==> src/hdl/bilinear_2x_plane_upsampler_defines.svh <==
// Assertion macros shared by the upsampler RTL
`ifndef BILINEAR_2X_PLANE_UPSAMPLER_DEFINES_SVH
`define BILINEAR_2X_PLANE_UPSAMPLER_DEFINES_SVH

// same-cycle implication, held off during reset
`define BU_ASSERT_IMP(name, clk, rst_n, ante, cons, msg) \
    name: assert property (@(posedge clk) disable iff (!rst_n) (ante) |-> (cons)) \
        else $error(msg);

// next-cycle implication, held off during reset
`define BU_ASSERT_NEXT(name, clk, rst_n, ante, cons, msg) \
    name: assert property (@(posedge clk) disable iff (!rst_n) (ante) |=> (cons)) \
        else $error(msg);

`endif

==> src/hdl/bu2x_pkg.sv <==
// Shared constants, types and helpers of the 2x plane upsampler
package bu2x_pkg;

    localparam int MAX_WIDTH  = 2048;
    localparam int MAX_HEIGHT = 2048;

    localparam int PIX_W   = 8;
    localparam int DIM_W   = 12;
    localparam int COORD_W = 12;
    localparam int COL_W   = $clog2(MAX_WIDTH);
    localparam int ROW_W   = $clog2(MAX_HEIGHT);

    localparam int Q_DEPTH = 4;
    localparam int Q_AW    = $clog2(Q_DEPTH);
    localparam int LEVEL_W = Q_AW + 1;

    localparam int APB_DW = 32;
    localparam int APB_AW = 3;

    localparam logic [DIM_W-1:0] IN_WIDTH_RST  = DIM_W'(768);
    localparam logic [DIM_W-1:0] IN_HEIGHT_RST = DIM_W'(512);

    // register index = paddr[2]
    localparam logic REG_IN_WIDTH  = 1'b0;
    localparam logic REG_IN_HEIGHT = 1'b1;

    typedef struct packed {
        logic [COL_W:0] w;
        logic [ROW_W:0] h;
    } t_dims;

    // one classified input pixel, everything the back end needs
    typedef struct packed {
        logic [PIX_W-1:0] l;
        logic [PIX_W-1:0] pix;
        logic [PIX_W-1:0] vl;
        logic [PIX_W-1:0] dg;
        logic [PIX_W-1:0] hm;
        logic [PIX_W-1:0] vr;
        logic [ROW_W-1:0] row;
        logic [COL_W-1:0] col_m1;
        logic             has_top;
        logic             has_bot;
        logic             last_col;
        logic             frame_last;
    } t_job;

    function automatic logic [DIM_W-1:0] clamp_dim(input logic [DIM_W-1:0] v,
                                                   input logic [DIM_W-1:0] mx);
        logic [DIM_W-1:0] res;
        if (v < DIM_W'(2)) begin
            res = DIM_W'(2);
        end else if (v > mx) begin
            res = mx;
        end else begin
            res = v;
        end
        return res;
    endfunction

endpackage

==> src/hdl/bu2x_ifs.sv <==


interface bu2x_res_if import bu2x_pkg::*; ();
    logic               valid;
    logic               ready;
    logic [COORD_W-1:0] out_row;
    logic [COORD_W-1:0] out_col;
    logic [PIX_W-1:0]   value;
    logic               run_end;
    logic               frame_end;

    modport source (output valid, output out_row, output out_col, output value,
                    output run_end, output frame_end, input ready);
    modport sink   (input valid, input out_row, input out_col, input value,
                    input run_end, input frame_end, output ready);
endinterface

==> src/hdl/bu2x_back.sv <==
// Back end: walks each job's output pixels into the result register
`include "bilinear_2x_plane_upsampler_defines.svh"
module bu2x_back import bu2x_pkg::*; (
    input  logic     i_clk,
    input  logic     i_rst_n,
    input  logic     i_head_valid,
    input  t_job     i_head,
    output logic     o_pop,
    bu2x_res_if.source o_res
);

    // output row relative to the job's input row
    localparam logic [1:0] ROW_ABOVE = 2'd0;
    localparam logic [1:0] ROW_SAME  = 2'd1;
    localparam logic [1:0] ROW_BELOW = 2'd2;

    logic               r_grp;
    logic [1:0]         r_rph;
    logic               r_cb;

    logic               r_ov;
    logic [COORD_W-1:0] r_row;
    logic [COORD_W-1:0] r_col;
    logic [PIX_W-1:0]   r_val;
    logic               r_run_end;
    logic               r_frame_end;

    logic               fire;
    logic [1:0]         rs;
    logic [1:0]         rs_last;
    logic               rows_done;
    logic               last;
    logic [PIX_W-1:0]   val;
    logic [COORD_W-1:0] row;
    logic [COORD_W-1:0] col;

    assign fire      = i_head_valid && (!r_ov || o_res.ready);
    assign rs        = r_rph + {1'b0, !i_head.has_top};
    assign rs_last   = i_head.has_bot ? ROW_BELOW : ROW_SAME;
    assign rows_done = r_cb && (rs == rs_last);
    assign last      = rows_done && (r_grp == i_head.last_col);
    assign o_pop     = fire && last;

    always_comb begin
        case (rs)
            ROW_ABOVE: val = r_grp ? i_head.vr : (r_cb ? i_head.dg : i_head.vl);
            ROW_SAME:  val = r_grp ? i_head.pix : (r_cb ? i_head.hm : i_head.l);
            ROW_BELOW: val = r_grp ? i_head.pix : (r_cb ? i_head.hm : i_head.l);
            default:   val = i_head.pix;
        endcase
        row = COORD_W'({i_head.row, 1'b0}) + COORD_W'(rs) - COORD_W'(1);
        col = COORD_W'({COL_W'(i_head.col_m1 + COL_W'(r_grp)), r_cb});
    end

    always_ff @(posedge i_clk) begin
        if (!i_rst_n) begin
            r_ov  <= 1'b0;
            r_grp <= 1'b0;
            r_rph <= '0;
            r_cb  <= 1'b0;
        end else begin
            if (fire) begin
                r_ov <= 1'b1;
                r_cb <= !r_cb;
                if (rows_done) begin
                    r_rph <= '0;
                    r_grp <= last ? 1'b0 : 1'b1;
                end else if (r_cb) begin
                    r_rph <= r_rph + 1'b1;
                end
            end else if (o_res.ready) begin
                r_ov <= 1'b0;
            end
        end
    end

    always_ff @(posedge i_clk) begin
        if (fire) begin
            r_row       <= row;
            r_col       <= col;
            r_val       <= val;
            r_run_end   <= last;
            r_frame_end <= last && i_head.frame_last;
        end
    end

    assign o_res.valid     = r_ov;
    assign o_res.out_row   = r_row;
    assign o_res.out_col   = r_col;
    assign o_res.value     = r_val;
    assign o_res.run_end   = r_run_end;
    assign o_res.frame_end = r_frame_end;

    `BU_ASSERT_IMP(a_frame_end_is_run_end, i_clk, i_rst_n, r_ov && r_frame_end, r_run_end, "frame end without run end")
    `BU_ASSERT_IMP(a_grp_only_last_col, i_clk, i_rst_n, i_head_valid && r_grp, i_head.last_col, "second column pair on inner pixel")
    `BU_ASSERT_IMP(a_row_sel_range, i_clk, i_rst_n, i_head_valid, rs != 2'd3 && !(rs == ROW_ABOVE && !i_head.has_top), "row select out of range")

endmodule

==> src/flat_wrapper.sv <==
// flat-port wrapper written by rule: the top's interface ports become plain ports
module bu2x_back_flat import bu2x_pkg::*;
  (i_clk, i_rst_n, i_head_valid, i_head, o_pop, o_res_valid, o_res_out_row, o_res_out_col, o_res_value, o_res_run_end, o_res_frame_end, o_res_ready);
  bu2x_res_if o_res_i ();
  input  logic i_clk;
  input  logic i_rst_n;
  input  logic i_head_valid;
  input  t_job i_head;
  output logic o_pop;
  output wire logic [$bits(o_res_i.valid)-1:0] o_res_valid;
  output wire logic [$bits(o_res_i.out_row)-1:0] o_res_out_row;
  output wire logic [$bits(o_res_i.out_col)-1:0] o_res_out_col;
  output wire logic [$bits(o_res_i.value)-1:0] o_res_value;
  output wire logic [$bits(o_res_i.run_end)-1:0] o_res_run_end;
  output wire logic [$bits(o_res_i.frame_end)-1:0] o_res_frame_end;
  input wire logic [$bits(o_res_i.ready)-1:0] o_res_ready;
  assign o_res_valid = o_res_i.valid;
  assign o_res_out_row = o_res_i.out_row;
  assign o_res_out_col = o_res_i.out_col;
  assign o_res_value = o_res_i.value;
  assign o_res_run_end = o_res_i.run_end;
  assign o_res_frame_end = o_res_i.frame_end;
  assign o_res_i.ready = o_res_ready;
  bu2x_back u_core (.i_clk(i_clk), .i_rst_n(i_rst_n), .i_head_valid(i_head_valid), .i_head(i_head), .o_pop(o_pop), .o_res(o_res_i));
endmodule
==> config.mk <==
export PLATFORM = sky130hd
export DESIGN_NAME = bu2x_back_flat
export DESIGN_NICKNAME = d
export VERILOG_FILES = /design/src/hdl/bu2x_pkg.sv /design/src/hdl/bu2x_ifs.sv /design/src/hdl/bu2x_back.sv /design/src/flat_wrapper.sv
export VERILOG_INCLUDE_DIRS = /design/src /design/src/hdl
export SDC_FILE = /design/constraint.sdc
export NUM_CORES = 1
export LEC_CHECK = 0
export BUFFER_PORTS_ARGS = -buffer_cell sky130_fd_sc_hd__buf_2
export CAP_MARGIN = 20
export CORE_MARGIN = 2
export CORE_UTILIZATION = 47
export CTS_CLUSTER_DIAMETER = 40
export DETAILED_ROUTE_END_ITERATION = 7
export GPL_TIMING_DRIVEN = 0
export PLACE_DENSITY = 0.81
export SLEW_MARGIN = 20
export SYNTH_ARGS = -nofsm -noshare
export SYNTH_HDL_FRONTEND = slang
export SYNTH_SLANG_ARGS = --single-unit
==> constraint.sdc <==
create_clock -name i_clk -period 3.3 [get_ports i_clk]
set_clock_uncertainty 0.05 [all_clocks]
set_input_delay 0.165 -clock i_clk [delete_from_list [all_inputs] [get_ports i_clk]]
set_output_delay 0.165 -clock i_clk [all_outputs]
set_load 0.03 [all_outputs]
==> out/results.ini <==
[floorplanning]
rows = 26
start_util = 0.479
core_mm2 = 0.00501
dieArea_mm2 = 0.00569
die_h_um = 75.5
fp.dieW_um = 75.5
io_pins = 114

[sta]
maxSlewViolCount = 0
fin_crit_ns = 2.79
maxSlewHeadroom = 0.499
tns_ns = 0
timing.fmax_mhz = 358
period_share = 0.847
setup_violations = 0
whs_ns = 0.0814
tightest_slew_ns = 0.751
hold_viol = 0
rsz0062_at_grt = no

[pwr]
p_leak_nw = 1.45
vdd_drop_max_mv = 0.220
powerDensity_mw_per_mm2 = 423

[critical_path]
worstPathRequired_ns = 3.29
cp-start-kind = flip-flop
criticalPathCategory = flip-flop to flip-flop
arrival_ns = 2.78
rr_worst_depth = 12
endpoint_kind = flip-flop
crit_fanout = 6

[synth]
ys_seq_elements = 39
synth.most_common_cell = edfxtp_1
synth_nets = 317
synth_commonest_cells = edfxtp_1 (34), a21oi_1 (19), nand2_1 (19), xnor2_1 (19), inv_1 (17)
synth_top_area_cell = edfxtp_1
synthTopCellsByArea = edfxtp_1 (43%), ha_1 (7.3%), xnor2_1 (6.9%)
netlist_instances = 224
synthArstFlopShare = 0
syn_area_mm2 = 0.00240
yosysWarnings = 0
synth_edf_count = 34
synth_cell_types = 38
synth_flop_cell = edfxtp_1
syn_area_per_cell_um2 = 10.7
synth.yosys.seq_area_share = 0.467
yosys.area.top_type_share = 0.425

[global_routing]
grt_max_degree = 38
gr-total-overflow = 0
grt_antenna_before_repair = 0
grt_pass1_vias = 1885
grt_use_total = 0.180
grt_pass1_wl_mm = 7.96

[cells_and_area]
drive_gt1_frac = 0.380
diodes = 0
area_growth_pct = 30.6
design_area_mm2 = 0.00313
nFillCells = 458
final_nets = 437

[min_path]
hold_class = input pin to flip-flop
holdPathStages = 3

[place]
portBuffers = 113
place_area_mm2 = 0.00305
dp_hpwl_mm = 4.36
routabilityCongestion = 0.791

[clock_network]
cts_tree = built
holdBufCountCts = 0
insertion_delay_ns = 0.28
clk_path_buf_depth = 2
clkTransAtPathRegs_ns = 0.08
clock_sinks = 39
clockRootBuffer = clkbuf_8
cts_setup_buffers = 0
cts_htree_levels = 2
post_cts_resized = 0
cts_buffers = 5

[status]
outcome = finished clean

[route]
dr.pass1.iters = 4
antenna_left = 0
wire_per_inst_um = 12.9
wirelength_mm = 5.36
first_iter_violations = 70
route.detailed.drc = 0
viasPerCell = 5.10
route.vias.total = 2118

[run]
max_cap_violations = 0

[cell type report]
cell class,instances,area (um2),share of cell area
Clock buffer,8,80.1,0.0256
Timing Repair Buffer,113,566,0.181
Buffer,6,25.0,0.00799
Sequential cell,39,1120,0.358
Inverter,17,63.8,0.0204
Tap cell,70,87.6,0.0280
Multi-Input combinational cell,162,1190,0.380
[through the flow]
step / setup WS (ns) / util / std cells / power (mW)
4_1_cts: 0.502 / 0.625 / 415 / 1.33
3_3_place_gp: 0.536 / 0.609 / 407 / 1.03
5_1_grt: 0.354 / 0.625 / 415 / 1.39
2_1_floorplan: 0.689 / - / 224 / 0.905
3_5_place_dp: 0.485 / 0.609 / 407 / 1.04
6_report: 0.506 / 0.625 / 415 / 1.32
[where the power goes]
part           switching, mW  internal (mW)
clock network          0.149          0.150
registers             0.0132          0.601
logic                  0.245          0.165
total                  0.407          0.917
[cells by family after synthesis]
logic type | Yosys count | share of synthesized area
compound gates | 51 | 0.132
xor+xnor | 23 | 0.0871
fa+ha+maj | 15 | 0.0813
buf+inv | 23 | 0.0370
flops | 39 | 0.467
mux | 17 | 0.0746
simple gates | 56 | 0.120
[routing by layer]
layer  GRT usage  part of all wire  vias to the layer above
met3      0.0384             0.062                       12
met1       0.228              0.41                      969
met4      0.0624             0.017                        0
li1            -                 -                     1048
met5           0                 0                        -
met2       0.307              0.51                       89
[sequential cells by signal (all words and copies together) (netlist names)]
signal                  cells
u_core.o_res.out_col       12
u_core.o_res.run_end        1
u_core.o_res.value          8
u_core.r_rph                2
u_core.o_res.valid          1
u_core.o_res.out_row       12
u_core.o_res.frame_end      1
u_core.r_cb                 1
u_core.r_grp                1
[cell usage in the layout, fill, tap and decap left out, drive strengths merged, types with 8 or more instances in the layout]
cell type	instances
nand2	19
xnor2	19
o21ai	12
inv	17
nand3	8
mux2i	10
edfxtp	34
a21oi	19
clkbuf	11
buf	116
ha	14
[worst max-delay path: stages, from the launching register on]
cell	delay, ns
dfxtp_1	0.34
ha_1	0.22
xor2_2	0.18
or2_2	0.32
nand2_1	0.07
ha_1	0.15
inv_1	0.05
fa_1	0.40
nor2b_1	0.14
o21a_1	0.15
a31o_2	0.20
o221ai_1	0.14
xnor2_1	0.15
[worst paths after layout]
check | slack (ns) | end | from
worst min register to register | 0.45 | u_core.r_rph[0]$_SDFFE_PN0P_ | u_core.r_rph[0]$_SDFFE_PN0P_
worst max register to register | 0.51 | u_core.o_res.out_row[11]$_DFFE_PP_ | u_core.r_rph[0]$_SDFFE_PN0P_
worst max-delay path | 0.51 | u_core.o_res.out_row[11]$_DFFE_PP_ | u_core.r_rph[0]$_SDFFE_PN0P_
worst min-delay path | 0.08 | u_core.o_res.valid$_SDFFE_PN0P_ | i_head_valid
Note: power is estimated with default switching activity, not from simulation.
