<file path="src/hdl/bilinear_2x_plane_upsampler_defines.svh">
// Assertion macros shared by the upsampler RTL
`ifndef BILINEAR_2X_PLANE_UPSAMPLER_DEFINES_SVH
`define BILINEAR_2X_PLANE_UPSAMPLER_DEFINES_SVH

// same-cycle implication, held off during reset
`define BU_ASSERT_IMP(name, clk, rst_n, ante, cons, msg) \
    name: assert property (@(posedge clk) disable iff (!rst_n) (ante) |-> (cons)) \
        else $error(msg);

// next-cycle implication, held off during reset
`define BU_ASSERT_NEXT(name, clk, rst_n, ante, cons, msg) \
    name: assert property (@(posedge clk) disable iff (!rst_n) (ante) |=> (cons)) \
        else $error(msg);

`endif

</file>
<file path="src/hdl/bu2x_pkg.sv">
// Shared constants, types and helpers of the 2x plane upsampler
package bu2x_pkg;

    localparam int MAX_WIDTH  = 2048;
    localparam int MAX_HEIGHT = 2048;

    localparam int PIX_W   = 8;
    localparam int DIM_W   = 12;
    localparam int COORD_W = 12;
    localparam int COL_W   = $clog2(MAX_WIDTH);
    localparam int ROW_W   = $clog2(MAX_HEIGHT);

    localparam int Q_DEPTH = 4;
    localparam int Q_AW    = $clog2(Q_DEPTH);
    localparam int LEVEL_W = Q_AW + 1;

    localparam int APB_DW = 32;
    localparam int APB_AW = 3;

    localparam logic [DIM_W-1:0] IN_WIDTH_RST  = DIM_W'(768);
    localparam logic [DIM_W-1:0] IN_HEIGHT_RST = DIM_W'(512);

    // register index = paddr[2]
    localparam logic REG_IN_WIDTH  = 1'b0;
    localparam logic REG_IN_HEIGHT = 1'b1;

    typedef struct packed {
        logic [COL_W:0] w;
        logic [ROW_W:0] h;
    } t_dims;

    // one classified input pixel, everything the back end needs
    typedef struct packed {
        logic [PIX_W-1:0] l;
        logic [PIX_W-1:0] pix;
        logic [PIX_W-1:0] vl;
        logic [PIX_W-1:0] dg;
        logic [PIX_W-1:0] hm;
        logic [PIX_W-1:0] vr;
        logic [ROW_W-1:0] row;
        logic [COL_W-1:0] col_m1;
        logic             has_top;
        logic             has_bot;
        logic             last_col;
        logic             frame_last;
    } t_job;

    function automatic logic [DIM_W-1:0] clamp_dim(input logic [DIM_W-1:0] v,
                                                   input logic [DIM_W-1:0] mx);
        logic [DIM_W-1:0] res;
        if (v < DIM_W'(2)) begin
            res = DIM_W'(2);
        end else if (v > mx) begin
            res = mx;
        end else begin
            res = v;
        end
        return res;
    endfunction

endpackage

</file>
<file path="src/hdl/bu2x_queue.sv">
// Short job queue between front and back end
`include "bilinear_2x_plane_upsampler_defines.svh"
module bu2x_queue import bu2x_pkg::*; (
    input  logic               i_clk,
    input  logic               i_rst_n,
    input  logic               i_push,
    input  t_job               i_job,
    input  logic               i_pop,
    output logic               o_valid,
    output t_job               o_head,
    output logic [LEVEL_W-1:0] o_level
);

    t_job               r_slot [Q_DEPTH];
    logic [Q_AW-1:0]    r_wp;
    logic [Q_AW-1:0]    r_rp;
    logic [LEVEL_W-1:0] r_count;

    always_ff @(posedge i_clk) begin
        if (!i_rst_n) begin
            r_wp    <= '0;
            r_rp    <= '0;
            r_count <= '0;
        end else begin
            if (i_push) begin
                r_wp <= r_wp + 1'b1;
            end
            if (i_pop) begin
                r_rp <= r_rp + 1'b1;
            end
            if (i_push && !i_pop) begin
                r_count <= r_count + 1'b1;
            end else if (i_pop && !i_push) begin
                r_count <= r_count - 1'b1;
            end
        end
    end

    always_ff @(posedge i_clk) begin
        if (i_push) begin
            r_slot[r_wp] <= i_job;
        end
    end

    assign o_valid = r_count != '0;
    assign o_head  = r_slot[r_rp];
    assign o_level = r_count;

    `BU_ASSERT_IMP(a_no_overflow, i_clk, i_rst_n, i_push && !i_pop, r_count != LEVEL_W'(Q_DEPTH), "job pushed into full queue")
    `BU_ASSERT_IMP(a_no_underflow, i_clk, i_rst_n, i_pop, r_count != '0, "job popped from empty queue")
    `BU_ASSERT_NEXT(a_level_up, i_clk, i_rst_n, i_push && !i_pop, r_count == $past(r_count) + 1'b1, "queue level lost a push")

endmodule

</file>
<file path="config.mk">
export PLATFORM = sky130hd
export DESIGN_NAME = bu2x_queue
export DESIGN_NICKNAME = d
export VERILOG_FILES = /design/src/hdl/bu2x_pkg.sv /design/src/hdl/bu2x_queue.sv
export VERILOG_INCLUDE_DIRS = /design/src /design/src/hdl
export SDC_FILE = /design/constraint.sdc
export NUM_CORES = 1
export LEC_CHECK = 0
export ABC_AREA = 1
export BUFFER_PORTS_ARGS = -buffer_cell sky130_fd_sc_hd__clkbuf_2
export CAP_MARGIN = 20
export CORE_ASPECT_RATIO = 0.75
export CORE_MARGIN = 3
export CORE_UTILIZATION = 60
export DETAILED_ROUTE_END_ITERATION = 10
export GPL_ROUTABILITY_DRIVEN = 0
export HOLD_SLACK_MARGIN = 0.08
export PLACE_DENSITY = 0.9
export RECOVER_POWER = 100
export SLEW_MARGIN = 5
export SYNTH_ARGS = -nofsm -noshare
export SYNTH_HDL_FRONTEND = slang
export SYNTH_SLANG_ARGS = --single-unit
export TNS_END_PERCENT = 30
</file>
<file path="constraint.sdc">
create_clock -name i_clk -period 5.04 [get_ports i_clk]
set_input_delay 0.252 -clock i_clk [delete_from_list [all_inputs] [get_ports i_clk]]
set_output_delay 0.252 -clock i_clk [all_outputs]
set_load 0.02 [all_outputs]
</file>
==> metrics.md, run 1 <==
| Metric | Value |
|---|---|
| Outcome | complete, but fails checks |
| Failing checks | capacitance limit, slew limit |
| Leak | 4.60 nW |
| Distinct cells, synth | 19 |
| Num rows | 42 |
| Initial Util | 0.629 |
| Hold Vio Cnt, Final | 0 |
| Flop pwr share | 0.529 |
| Final ANT Viol Nets | 0 |
| Max-slew violations | 93 |
| Clock transition at the registers of the reported paths | 0.06 ns |
| CTS Root Cell | clkbuf_16 |
| Commonest cells in the netlist | edfxtp_1, nor2_1, o21ai_0, o22ai_1, o21ai_1 |
| Slew @ Worst Pin | 1.81 ns |
| Remaining DRCs | 0 |
| Grt total ovfl | 0 |
| Initial antenna violation count | 0 |
| Max Cap Viol | 4 |
| Yosys top cell by area | edfxtp_1 |
| Setup TNS | 0 ns |
| PD cells | 404 mW/mm^2 |
| RSZ-0062 raised after global routing | false |
| Clock share of power | 0.365 |
| Endpoint kind of the worst setup timing path | output pin |
| Post-synth EDFFs | 296 |
| Syn avg cell area | 14.7 um^2 |
| Largest fanout on the critical path | 87 |
| Layout cells sized above 1 | 0.0907 |
| P_int | 4.26 mW |
| Crit start category | flip-flop |
| # clock sinks | 305 |
| Die width | 165 um |
| Min Tclk post-route | 3.91 ns |
| Part of the Yosys area used for sequential elements | 0.796 |
| Ys Warns | 0 |
| N_diodes | 0 |
| Data required, critical path | 4.79 ns |
| Total Wirelength | 25200 um |
| FMAX | 256 MHz |
| Comb power frac | 0.106 |
| HP Class | in2reg |
| Vias/cell | 5.80 |
| Switch Pwr | 1.30 mW |
| Die footprint | 0.0207 mm^2 |
| Largest net degree at the start of global routing | 110 |
| Vias in the first global route | 7197 |
| Starting DRT DRC Count | 885 |
| Fin Clk Skew | 0.00744 ns |
| Worst-skew pair later-pin latency | 0.52 ns |
| Post-DP HPWL | 13500 um |
| Worst path arrival time | 3.66 ns |
| VDD IR max | 0.306 mV |
| CTS resizes | 0 |
| Htree depth | 1 |
| Yosys reg bits | 305 |
| Synth Flop Type | edfxtp_1 |
| Syn Nets | 858 |
| Rel. slew slack | -0.216 |
| CTS Buf Count | 27 |
| Routed len/inst | 20.1 um |
| Final Non-Filler Cells | 1256 |
| Mapped Cells | 774 |
| Synth top area cells | edfxtp_1, nor2_1, o21ai_0 |
| Hold Crit Depth | 4 |
| CTS tree | done |
| Sw frac | 0.234 |
| WS Path Type | reg2out |
| Via count | 7290 |
| Layout area overhead | 20.6% |
| Layout Nets | 1078 |
| # IOs | 156 |
| Max clock buf depth | 3 |
| Inst Count DP | 1131 |
| Worst R2R Path Depth | 4 |
| Most frequent cell after synthesis | edfxtp_1 |
| Drt pass-1 iters | 5 |
| Die Y | 125 um |
| Netlist Area Pre-Place | 0.0114 mm^2 |
| IO buf count | 155 |
| CORE AREA | 0.0181 mm^2 |
| Final setup vio count | 0 |
| FFs w/ async S/R, synth | 0 |
| Yosys top cell area share | 0.780 |
| Tot GR Track Use | 0.239 |
| First-pass GRT wire length | 38500 um |
| Final period util | 0.776 |
## logic make-up (layout without fill, tap and decap cells)
family          count (synthesis)  after routing  synth area share
simple gates                  166            166            0.0550
compound gates                232            232             0.110
flops                         305            305             0.796
fa+ha+maj                       6              6           0.00724
buf+inv                        65            305            0.0322
## area by class of cell
class                      count  area [um^2]
sequential                   305         9070
fill                        1118         4390
multi-input combinational    404         1960
timing repair buffer         239         1460
clock buffer                  39          751
tap                          242          303
clock inverter                10          121
inverter                      17         70.1
## layout by cell type (no fill, tap or decap), types with 3 or more instances in the layout
| cell | n |
|---|---|
| a21oi_1 | 4 |
| buf_4 | 4 |
| o21ai_0 | 134 |
| o21ai_1 | 20 |
| clkbuf_1 | 124 |
| nand2_1 | 10 |
| clkbuf_16 | 27 |
| ha_1 | 5 |
| nor2_1 | 154 |
| clkbuf_8 | 3 |
| clkbuf_2 | 44 |
| edfxtp_1 | 296 |
| bufinv_16 | 3 |
| inv_1 | 11 |
| dfxtp_1 | 7 |
| clkinvlp_2 | 5 |
| clkinv_1 | 5 |
| o22ai_1 | 74 |
| dlygate4sd3_1 | 75 |
## routing by layer
metal / global-route usage / part of all wire / up-vias
met5: 0 / 0 / -
met4: 0.0528 / 0.021 / 0
met3: 0.0400 / 0.080 / 45
met2: 0.399 / 0.49 / 371
met1: 0.334 / 0.41 / 3532
li1: - / - / 3342
## power by group through the flow
stage	logic, mW	registers, mW	clock network (mW)
after floorplan	0.353	2.98	0
after global placement	0.535	2.98	0
after global routing	0.640	2.95	2.14
final	0.588	2.94	2.03
after CTS	0.604	2.93	2.04
after detailed placement	0.553	2.99	0
## worst max-delay path, stage by stage, from the launching register on
cell and delay, ns:
dfxtp_4 0.72, clkinvlp_2 0.92, buf_16 0.50, buf_4 0.32, o21ai_0 0.27, o22ai_1 0.14
clkbuf_2 0.18
## state kept, by name (all words and copies together) (netlist names), named ones only
register	cells
o_level	3
r_wp	2
r_slot	296
r_rp	2
## worst paths after layout
path / from / end / slack (ns)
worst max-delay path: flip-flop / o_head[41] / 1.13
worst min-delay path: i_pop / flip-flop / 0.10
worst max register to register: r_wp[0] / r_slot[3][18] / 1.54
worst min register to register: r_rp[1] / flip-flop / 0.46
## repair_timing
item / in CTS / in global routing
hold buffers: 75 / 0
setup buffers: 0 / 0
hold endpoints to repair: 303 / 0
## stage by stage
step	area, um^2	utilization	power, mW	worst slack [ns]	hold WS [ns]
floorplan	11400	-	3.33	2.59	0.351
global placement	12200	0.676	3.52	2.37	0.423
detailed placement	12200	0.676	3.54	2.24	0.438
CTS	13900	0.765	5.58	1.69	0.0803
global route	13700	0.758	5.73	0.926	0.106
finish	13700	0.758	5.56	1.13	0.101
No activity file was read; power rests on OpenSTA's default activity.
==> run 2: changes to the inputs <==
Settings changed: ABC_AREA 1 to 0, CORE_UTILIZATION 60 to 57, PLACE_DENSITY 0.9 to 0.86.
Clock period 5.04 ns to 4.1 ns, I/O delays scaled along.
==> metrics.md, run 2 <==
| Metric | Value |
|---|---|
| Max reg flops | 296 (unchanged) |
| Most common cell after layout, fill and taps aside | edfxtp_1 (unchanged) |
| Die Y | 127 um (was 125 um) |
| Starting DRT DRC Count | 461 (was 885) |
| Die footprint | 0.0212 mm^2 (was 0.0207 mm^2) |
| Post-DP Area | 0.0121 mm^2 (was 0.0122 mm^2) |
| Final Non-Filler Cells | 947 (was 1256) |
| Layout area overhead | 24.0% (was 20.6%) |
| Distinct cells, synth | 19 (unchanged) |
| Clock transition at the registers of the reported paths | 0.06 ns (about the same) |
| Switch Pwr | 1.57 mW (was 1.30 mW) |
| FMAX | 308 MHz |
| Inst Count DP | 815 (was 1131) |
| Failing checks | capacitance limit, slew limit (unchanged) |
| Die width | 167 um (was 165 um) |
| Largest fanout on the critical path | 74 (was 87) |
| HP Class | in2reg (unchanged) |
| First-pass GRT wire length | 33400 um (was 38500 um) |
| Sw frac | 0.219 (was 0.234) |
| Part of the Yosys area used for sequential elements | 0.816 (was 0.796) |
| Slew @ Worst Pin | 2.12 ns (was 1.81 ns) |
| Comb power frac | 0.103 (was 0.106) |
| Compound-Gate Fraction of Synth Area | 0.00113 (was 0.110) |
| Flop pwr share | 0.510 (was 0.529) |
| Rel. slew slack | -0.414 (was -0.216) |
| Fin Clk Skew | 0.0102 ns (was 0.00744 ns) |
| Vias in the first global route | 5791 (was 7197) |
| Most frequent cells in the layout | edfxtp_1, clkbuf_1, dlygate4sd3_1, mux4_2, clkbuf_16 (was edfxtp_1, nor2_1, o21ai_0, clkbuf_1, dlygate4sd3_1) |
| Clock share of power | 0.387 (was 0.365) |
| Layout Nets | 763 (was 1078) |
| Remaining DRCs | 0 (unchanged) |
| Initial Util | 0.590 (was 0.629) |
| Outcome | complete, but fails checks (unchanged) |
| Hold Slack | 0.149 ns (was 0.101 ns) |
| FFs w/ async S/R, synth | 0 (unchanged) |
| Main combinational cell family by area after synthesis | multiplexers (was compound AO/OA/AOI/OAI gates) |
| Largest net degree at the start of global routing | 75 (was 110) |
| Initial antenna violation count | 0 (unchanged) |
| Overall power | 7.19 mW (was 5.56 mW) |
| Pre-CTS setup slack | 1.84 ns (was 2.24 ns) |
| Htree depth | 1 (unchanged) |
| Total Wirelength | 21500 um (was 25200 um) |
| RSZ-0062 raised after global routing | false (unchanged) |
| Syn avg cell area | 26.0 um^2 (was 14.7 um^2) |
| P_int | 5.62 mW (was 4.26 mW) |
| Min Tclk post-route | 3.24 ns |
| Worst path arrival time | 3.04 ns (was 3.66 ns) |
| Vias/cell | 5.71 (was 5.80) |
| Syn Nets | 512 (was 858) |
| Post-synth EDFFs | 296 (unchanged) |
| Finished Cell Area | 0.0138 mm^2 (was 0.0137 mm^2) |
| Max clock buf depth | 3 (unchanged) |
| Yosys reg bits | 305 (unchanged) |
| Num rows | 43 (was 42) |
| CTS Buf Count | 28 (was 27) |
| CTS tree | done (unchanged) |
| Tot GR Track Use | 0.205 (was 0.239) |
| Via count | 5406 (was 7290) |
| Fin util | 0.732 (was 0.758) |
| N_diodes | 0 (unchanged) |
| Hold Vio Cnt, Final | 0 (unchanged) |
| Worst-skew pair later-pin latency | 0.53 ns (was 0.52 ns) |
| WS Path Type | reg2out (unchanged) |
| Xor/xnor cell area share of the yosys netlist | 0.00394 (was 0) |
| Final ANT Viol Nets | 0 (unchanged) |
| Final setup vio count | 0 (unchanged) |
| VDD IR max | 0.355 mV (was 0.306 mV) |
| Max-slew violations | 193 (was 93) |
| Yosys top cell by area | edfxtp_1 (unchanged) |
| Netlist Area Pre-Place | 0.0111 mm^2 (was 0.0114 mm^2) |
| Most frequent cell after synthesis | edfxtp_1 (unchanged) |
| Grt total ovfl | 0 (unchanged) |
| Mux cell area share after synthesis | 0.152 (was 0) |
| Commonest cells in the netlist | edfxtp_1, mux4_2, and2_1, dfxtp_1 (was edfxtp_1, nor2_1, o21ai_0, o22ai_1, o21ai_1) |
| Crit start category | flip-flop (unchanged) |
| Simple-Gate Fraction of Synth Area | 0.00765 (was 0.0550) |
| CTS Root Cell | clkbuf_16 (unchanged) |
| PD cells | 522 mW/mm^2 (was 404 mW/mm^2) |
| Routed len/inst | 22.7 um (was 20.1 um) |
| Setup ws final | 0.856 ns (was 1.13 ns) |
| Synth Area in Adders | 0.00743 (was 0.00724) |
| Setup TNS | 0 ns (unchanged) |
| Layout cells sized above 1 | 0.183 (was 0.0907) |
| CORE AREA | 0.0188 mm^2 (was 0.0181 mm^2) |
| Data required, critical path | 3.89 ns (was 4.79 ns) |
| Post-DP HPWL | 11500 um (was 13500 um) |
| Ys Warns | 0 (unchanged) |
| Setup bufs post-CTS | 0 (unchanged) |
| Synth top area cells | edfxtp_1, mux4_2, dfxtp_1 (was edfxtp_1, nor2_1, o21ai_0) |
| Mapped Cells | 428 (was 774) |
| Endpoint kind of the worst setup timing path | output pin (unchanged) |
| Yosys top cell area share | 0.799 (was 0.780) |
| Leak | 4.38 nW (was 4.60 nW) |
| IO buf count | 155 (unchanged) |
| # IOs | 156 (unchanged) |
| Biggest register | r_slot (unchanged) |
| Max Cap Viol | 5 (was 4) |
| Final period util | 0.791 |
| # clock sinks | 305 (unchanged) |
| Drt pass-1 iters | 5 (unchanged) |
| Synth Flop Type | edfxtp_1 (unchanged) |
## run 2: what timing repair did
item	4_1_cts	5_1_grt
hold buffers	77	0
setup endpoints to repair	0	0
resized for setup	0	0
hold endpoints to repair	305	0
## run 2: kinds of logic after synthesis
group / count (synthesis)
multiplexers: 76
XOR/XNOR: 5
flip-flops: 305
AND/OR/NAND/NOR: 14
adder cells (fa/ha/maj): 6
buffers and inverters: 20
AO/OA/AOI/OAI: 2
## run 2: final timing paths
kind                   start       endpoint  slack [ns]  depth (start not counted)
setup / recovery   flip-flop     o_head[11]        0.86                          2
hold / removal        i_push        r_wp[0]        0.15                          3
setup reg to reg     r_wp[1]  r_slot[0][44]        0.94                          4
hold reg to reg   o_level[2]     o_level[2]        0.54                          2
## run 2: cell type report
| cell class | instances | area (um^2) |
|---|---|---|
| clock inverter | 20 | 277 |
| multi-input combinational | 103 | 1910 |
| sequential | 305 | 9070 |
| tap | 247 | 309 |
| fill | 1122 | 5050 |
| inverter | 4 | 15.0 |
| clock buffer | 31 | 733 |
| timing repair buffer | 237 | 1460 |
## run 2: layer usage
| layer | up-vias | GRT usage | part of all wire |
|---|---|---|---|
| li1 | 2336 | - | - |
| met1 | 2775 | 0.278 | 0.40 |
| met2 | 256 | 0.341 | 0.50 |
| met3 | 39 | 0.0586 | 0.083 |
| met4 | 0 | 0.0418 | 0.021 |
| met5 | - | 0 | 0 |
## run 2: worst max-delay path, stage by stage (launching register included)
cell	delay (ns)
dfxtp_2	1.67
mux4_2	0.53
clkbuf_1	0.26
## run 2: power by group through the flow
stage / logic [mW] / registers [mW] / clock network, mW
3_3_place_gp: 0.687 / 3.72 / 0
5_1_grt: 0.792 / 3.68 / 2.97
4_1_cts: 0.773 / 3.67 / 2.84
3_5_place_dp: 0.706 / 3.74 / 0
2_1_floorplan: 0.492 / 3.69 / 0
6_report: 0.738 / 3.67 / 2.78
